===== src/shuffle_order_navigator_assert.svh =====
// Assertion macros for the shuffle order navigator.
`ifndef SHUFFLE_ORDER_NAVIGATOR_ASSERT_SVH
`define SHUFFLE_ORDER_NAVIGATOR_ASSERT_SVH
`ifndef ASSERT_OFF
`define SON_ASSERT_IMPLY(label, clk, rst, cond, prop) \
   label: assert property (@(posedge clk) disable iff (rst) (cond) |-> (prop)) \
      else $error("shuffle order navigator check failed");
`define SON_ASSERT_NEXT(label, clk, rst, cond, prop) \
   label: assert property (@(posedge clk) disable iff (rst) (cond) |=> (prop)) \
      else $error("shuffle order navigator check failed");
`else
`define SON_ASSERT_IMPLY(label, clk, rst, cond, prop)
`define SON_ASSERT_NEXT(label, clk, rst, cond, prop)
`endif
`endif


===== src/son_pkg.sv =====
package son_pkg;
   localparam int OP_W    = 2;
   localparam int SEED_W  = 32;
   localparam int TRACK_W = 13;
   localparam int COUNT_W = 14;

   typedef logic [OP_W-1:0] op_type;

   localparam op_type OP_RESTART = 2'd0;
   localparam op_type OP_PREV    = 2'd1;
   localparam op_type OP_CURRENT = 2'd2;
   localparam op_type OP_NEXT    = 2'd3;
endpackage


===== src/son_divider.sv =====
module son_divider #(
   parameter int DIVISOR_W = 14
) (
   input  logic                        clock,
   input  logic                        reset,
   input  logic                        start,
   input  logic [son_pkg::SEED_W-1:0]  dividend,
   input  logic [DIVISOR_W-1:0]        divisor,
   output logic                        done,
   output logic [DIVISOR_W-1:0]        remainder
);
   localparam int CNT_W = $clog2(son_pkg::SEED_W);

   logic                        busy_ff;
   logic                        done_ff;
   logic [CNT_W-1:0]            cnt_ff;
   logic [DIVISOR_W-1:0]        rem_ff;
   logic [DIVISOR_W-1:0]        dsr_ff;
   logic [son_pkg::SEED_W-1:0]  dvd_ff;
   logic [DIVISOR_W:0]          trial;
   logic [DIVISOR_W:0]          rem_in;

   // restoring step: one quotient bit per cycle, keep only the remainder
   always_comb begin
      trial = {rem_ff, dvd_ff[son_pkg::SEED_W-1]};
      if (trial >= {1'b0, dsr_ff}) begin
         rem_in = trial - {1'b0, dsr_ff};
      end else begin
         rem_in = trial;
      end
   end

   always_ff @(posedge clock) begin
      if (reset) begin
         busy_ff <= 1'b0;
         done_ff <= 1'b0;
         cnt_ff  <= '0;
      end else begin
         done_ff <= 1'b0;
         if (start) begin
            busy_ff <= 1'b1;
            cnt_ff  <= '0;
         end else if (busy_ff) begin
            cnt_ff <= cnt_ff + 1'b1;
            if (cnt_ff == CNT_W'(son_pkg::SEED_W - 1)) begin
               busy_ff <= 1'b0;
               done_ff <= 1'b1;
            end
         end
      end
   end

   always_ff @(posedge clock) begin
      if (start) begin
         rem_ff <= '0;
         dsr_ff <= divisor;
         dvd_ff <= dividend;
      end else if (busy_ff) begin
         rem_ff <= rem_in[DIVISOR_W-1:0];
         dvd_ff <= {dvd_ff[son_pkg::SEED_W-2:0], 1'b0};
      end
   end

   assign done      = done_ff;
   assign remainder = rem_ff;
endmodule


===== config.mk =====
export PLATFORM = sky130hd
export DESIGN_NAME = son_divider
export DESIGN_NICKNAME = d
export VERILOG_FILES = /design/src/shuffle_order_navigator_assert.svh /design/src/son_pkg.sv /design/src/son_divider.sv
export SDC_FILE = /design/constraint.sdc
export NUM_CORES = 1
export LEC_CHECK = 0
export ABC_AREA = 1
export BUFFER_PORTS_ARGS = -buffer_cell sky130_fd_sc_hd__buf_2
export CAP_MARGIN = 15
export CORE_MARGIN = 1
export CORE_UTILIZATION = 28
export CTS_CLUSTER_DIAMETER = 150
export DETAILED_ROUTE_END_ITERATION = 7
export PLACE_DENSITY = 0.54
export SETUP_SLACK_MARGIN = 0.05
export SLEW_MARGIN = 20
export SYNTH_ARGS = -nofsm -noshare
export SYNTH_HDL_FRONTEND = slang
export SYNTH_SLANG_ARGS = --single-unit

===== constraint.sdc =====
create_clock -name clock -period 4.25 [get_ports clock]
set_input_delay 0.425 -clock clock [delete_from_list [all_inputs] [get_ports clock]]
set_output_delay 0.425 -clock clock [all_outputs]
set_load 0.01 [all_outputs]

## After elaboration in Yosys (flattened, before gate mapping)

Cells that the tools add are included.

| word-level totals | value |
|---|---|
| logic and storage cells | 21 |
| register bits | 67 |
| input port bits | 49 |
| output and inout bits | 15 |

| operators by class | value |
|---|---|
| equality and inequality tests | 1 |
| $lt $le $gt $ge | 1 |
| muxes and demuxes | 7 |
| reduce and logical (&&, ||, !) cells | 3 |
| add/sub/neg operators | 2 |
| bitwise gates (word level) | 1 |

Operators with widths:

| cell | count |
|---|---|
| two-way mux 32 bit | 2 |
| >= comparator 15 x 14 -> 1 bit | 1 |
| two-way mux 14 bit | 1 |
| subtractor 14 bit | 1 |
| adder 5 x 1 -> 5 bit (second input constant) | 1 |
| == test 5 bit (second input constant) | 1 |
| two-way mux 1 bit | 4 |
| OR reduction 3 bit | 1 |
| nonzero test 2 bit | 1 |
| OR reduction 2 bit | 1 |
| NOT 1 bit | 1 |

## Logic depth before layout (Yosys ltp)

| depth | value |
|---|---|
| depth in word-level cells | 4 |
| mapped depth | 14 |
| depth with buffers taken out | 13 |

## Worst setup path after synthesis

Ideal clock, no wire load.

| timing path | value |
|---|---|
| path type | in2reg |
| start | input start |
| end | register dvd_ff[0] (netlist bit) (enable) |
| stages | 3 |
| data required time | 3,863 ps |
| arrival | 1,478 ps |
| buffers on the path | 1 |
| setup slack | 2,385 ps |
| cell sequence | clkbuf_1 > nor2_1 > inv_1 |

| on the way | value |
|---|---|
| cells in the longest elaborated chain, start to end | 1 |

RTL lines:

| what | line | text |
|---|---|---|
| from (decl) | son_divider.sv:6 | `input logic start,` |
| nonzero test 2 bit (no line) | n/a |  |
| to (signal assigned) | son_divider.sv:57 | `dvd_ff <= dividend;` |
| to (signal assigned) | son_divider.sv:60 | `dvd_ff <= {dvd_ff[son_pkg::SEED_W-2:0], 1'b0};` |
| to (decl) | son_divider.sv:19 | `logic [son_pkg::SEED_W-1:0] dvd_ff;` |

Every way passes these cells.
A chain may end at the register's enable or synchronous reset.

## Worst setup path after layout

| timing path | value |
|---|---|
| start | register rem_ff[9], in the netlist remainder[9] |
| end | register rem_ff[11], in the netlist remainder[11] |

| on the way | value |
|---|---|
| cells in the longest elaborated chain, start to end | 2 |
| elaborated cells on any way between the ends | 3 |
| classes of those cells | add/sub (1); order compare (1); mux (1) |

RTL lines:

| what | line | text |
|---|---|---|
| from (decl) | son_divider.sv:17 | `logic [DIVISOR_W-1:0] rem_ff;` |
| from (signal assigned) | son_divider.sv:59 | `rem_ff <= rem_in[DIVISOR_W-1:0];` |
| subtractor 14 bit or >= comparator 15 x 14 -> 1 bit (tied branches) | son_divider.sv:27, son_divider.sv:26 |  |
| two-way mux 14 bit (*) | son_divider.sv:26 | `if (trial >= {1'b0, dsr_ff}) begin` |

Mark *: on every way between the ends. The rest lies on a longest branch, timed or not.

==> results.toml <==
[cts]
cts_buffer_depth = 2
h-tree-depth = 3
numCtsBuffers = 9
path_clk_slew_ps = 60
tritoncts = "yes"
post_cts_buffers = 0
cts_resized = 0
cts_hold_buf = 0
clock_latency_ps = 330
cts_root_buffer = "clkbuf_16"
cts_num_sinks = 67

[sta]
worst_clock_skew_ps = 5.63
final_max_slew_viol_count = 0
setup_slack_ps = 2210
setup_violations = 0
max_freq_mhz = 490
setup-tns-final_ps = 0
hold_viol = 0
hold_slack_ps = 269
tightestPinTransition_ps = 956
rsz0062_at_grt = "no"
slew-limit-headroom = 0.362
fin_crit_ps = 2040
period_share = 0.480

[job]
drv_cap = 0

[power]
power_density_nw_per_um2 = 381
p_leak_nw = 2.18
ir_worst_vdd_mv = 0.193

[critical_path]
r2r-start = "remainder[9]"
critPathSlowestCell = "ha_1"
path_common_cell = "nand2_1"
r2r_setup_slack_ps = 2210
r2r_end = "remainder[11]"
cpLargestDelayFamily = "simple AND/OR/NAND/NOR gates"
crit_path_end_kind = "flip-flop"
cp_data_arrival_time_ps = 2270
critPathMaxFanout = 24
crit_type = "flip-flop to flip-flop"
worst-path-buf-inv = 0
max_stage_delay_ps = 360
r2r_cells = 9
cp_cell_sequence = "ha_1 -> a21oi_1 -> nand2_1 -> a21oi_4 -> nand3_4 -> nor2_1 -> nor2_1 -> nand2_1 -> nand2_1"
cp.required_ps = 4480
startpoint_type = "flip-flop"

[routing]
wirelength_mm = 8.34
wl_per_cell_um = 12.1
ant_nets = 0
vias = 3027
via_per_inst = 4.37
drt_first_pass_iters = 4
drtIter0Drc = 129
drcViolationCount = 0

[logic_synthesis]
synth_cells = 450
syn_nets = 516
syn_avg_cell_area_um2 = 8.03
syn_area_um2 = 3610
synth_seq_area_share = 0.498
yosysWarnings = 0
ys_ff_latch = 67
synth_cell_types = 33

[min_path]
whs_path_depth = 1
hold_path_class = "input port to flip-flop"
hold_path_end = "dsr_ff[2]"
hold_start = "divisor[2]"

[die]
start_util = 0.286
num_io_pins = 64
dieArea_um2 = 13400
die_h_um = 116
core_um2 = 12600
rows = 41
die_w_um = 116

[cells_and_area]
antennaDiodeCount = 0
final_cell_mix = "nand2_1 (194), buf_2 (63), inv_1 (49)"
nFillCells = 1373
nets = 581
finalNonFillerCells = 692
syn_to_final_growth_pct = 21.9
final_common_cell = "nand2_1"
layout-drive-gt1-share = 0.175

[placed_design]
dp_hpwl_mm = 6.01
port_buffers = 63
dp.cells = 676
place_ws_ps = 2080
gp_congestion = 0.879

[run_status]
status = "completed"

[grt]
grt_pass1_wl_mm = 14.0
grt.total_usage = 0.137
grt_pass1_vias = 2984
grt_max_degree = 47
antenna_found_initial = 0
grt-ovfl-total = 0
[cells in the mapped netlist]
cell | instances | area share
or2_1 | 1 | 0.0017
fa_1 | 1 | 0.0055
buf_6 | 1 | 0.0031
clkinv_1 | 1 | 0.0010
nand2_1 | 194 | 0.20
a211oi_1 | 1 | 0.0021
a21oi_4 | 1 | 0.0045
dfxtp_1 | 21 | 0.12
a21boi_0 | 1 | 0.0021
o21ai_1 | 1 | 0.0014
nand2_4 | 1 | 0.0031
nor2_1 | 34 | 0.035
edfxtp_1 | 46 | 0.38
nor2_2 | 3 | 0.0052
buf_4 | 1 | 0.0021
and2_4 | 1 | 0.0024
inv_1 | 49 | 0.051
nand3_1 | 24 | 0.033
nor3b_1 | 1 | 0.0021
o21ai_0 | 5 | 0.0069
xor2_1 | 3 | 0.0073
nand3_4 | 1 | 0.0048
xnor2_1 | 4 | 0.0097
nand2_2 | 2 | 0.0035
clkbuf_1 | 9 | 0.0093
and3_1 | 1 | 0.0017
nand4_1 | 9 | 0.016
a21oi_1 | 12 | 0.017
nand4_2 | 1 | 0.0035
ha_1 | 16 | 0.055
nor3_4 | 1 | 0.0045
nor3_1 | 1 | 0.0014
o21bai_1 | 2 | 0.0042
[sequential cells by signal, indices dropped and copies added, names as in the netlist]
name	flops
dvd_ff	32
remainder	14
busy_ff	1
dsr_ff	14
cnt_ff	5
done	1
[per-layer routing]
metal / routed length [µm] / global-route usage / vias to the layer above
met2: 3860 / 0.229 / 77
met4: 179 / 0.0538 / 0
li1: - / - / 1569
met3: 412 / 0.0392 / 15
met5: 0 / 0 / -
met1: 3890 / 0.167 / 1366
[area by class of cell]
class,count,area (µm²),area share
flip-flops and latches,67,1800,0.409
clock buffers,9,225,0.0511
multi-input cells,322,1580,0.357
repair buffers,65,330,0.0749
well taps,172,215,0.0488
clock inverters,7,72.6,0.0165
inverters,50,188,0.0426
[power breakdown]
| part | switching [mW] | leakage [nW] | internal, mW |
|---|---|---|---|
| clock | 0.293 | 0.146 | 0.458 |
| combinational | 0.101 | 1.40 | 0.0597 |
| sequential | 0.0145 | 0.636 | 0.751 |
| total | 0.409 | 2.18 | 1.27 |
[metrics by stage]
stage / power (mW) / area (µm²) / util
6_report: 1.68 / 4410 / 0.349
2_1_floorplan: 0.882 / 3610 / -
3_3_place_gp: 0.939 / 4110 / 0.326
3_5_place_dp: 0.942 / 4110 / 0.326
4_1_cts: 1.70 / 4410 / 0.349
5_1_grt: 1.76 / 4410 / 0.349
[worst max path at each step]
stage	to	cells past startpoint	startpoint
after global routing	remainder[5]	11	remainder[9]
after floorplan	dvd_ff[0]	3	start
after CTS	remainder[3]	9	dsr_ff[13]
after global placement	dvd_ff[13]	4	start
after detailed placement	dvd_ff[0]	4	start
final	remainder[11]	9	remainder[9]
[cell families (layout without fill, tap and decap cells)]
kind of cell,count (synthesis),in the layout,synth area share
and+or+nand+nor,275,275,0.319
DFF,67,67,0.498
buffers and inverters,61,131,0.0665
AOI/OAI and AO/OA,23,23,0.0377
adders and majority gates,17,17,0.0609
xor gates and xnor gates,7,7,0.0170
Power figures use the tool's default switching activity.
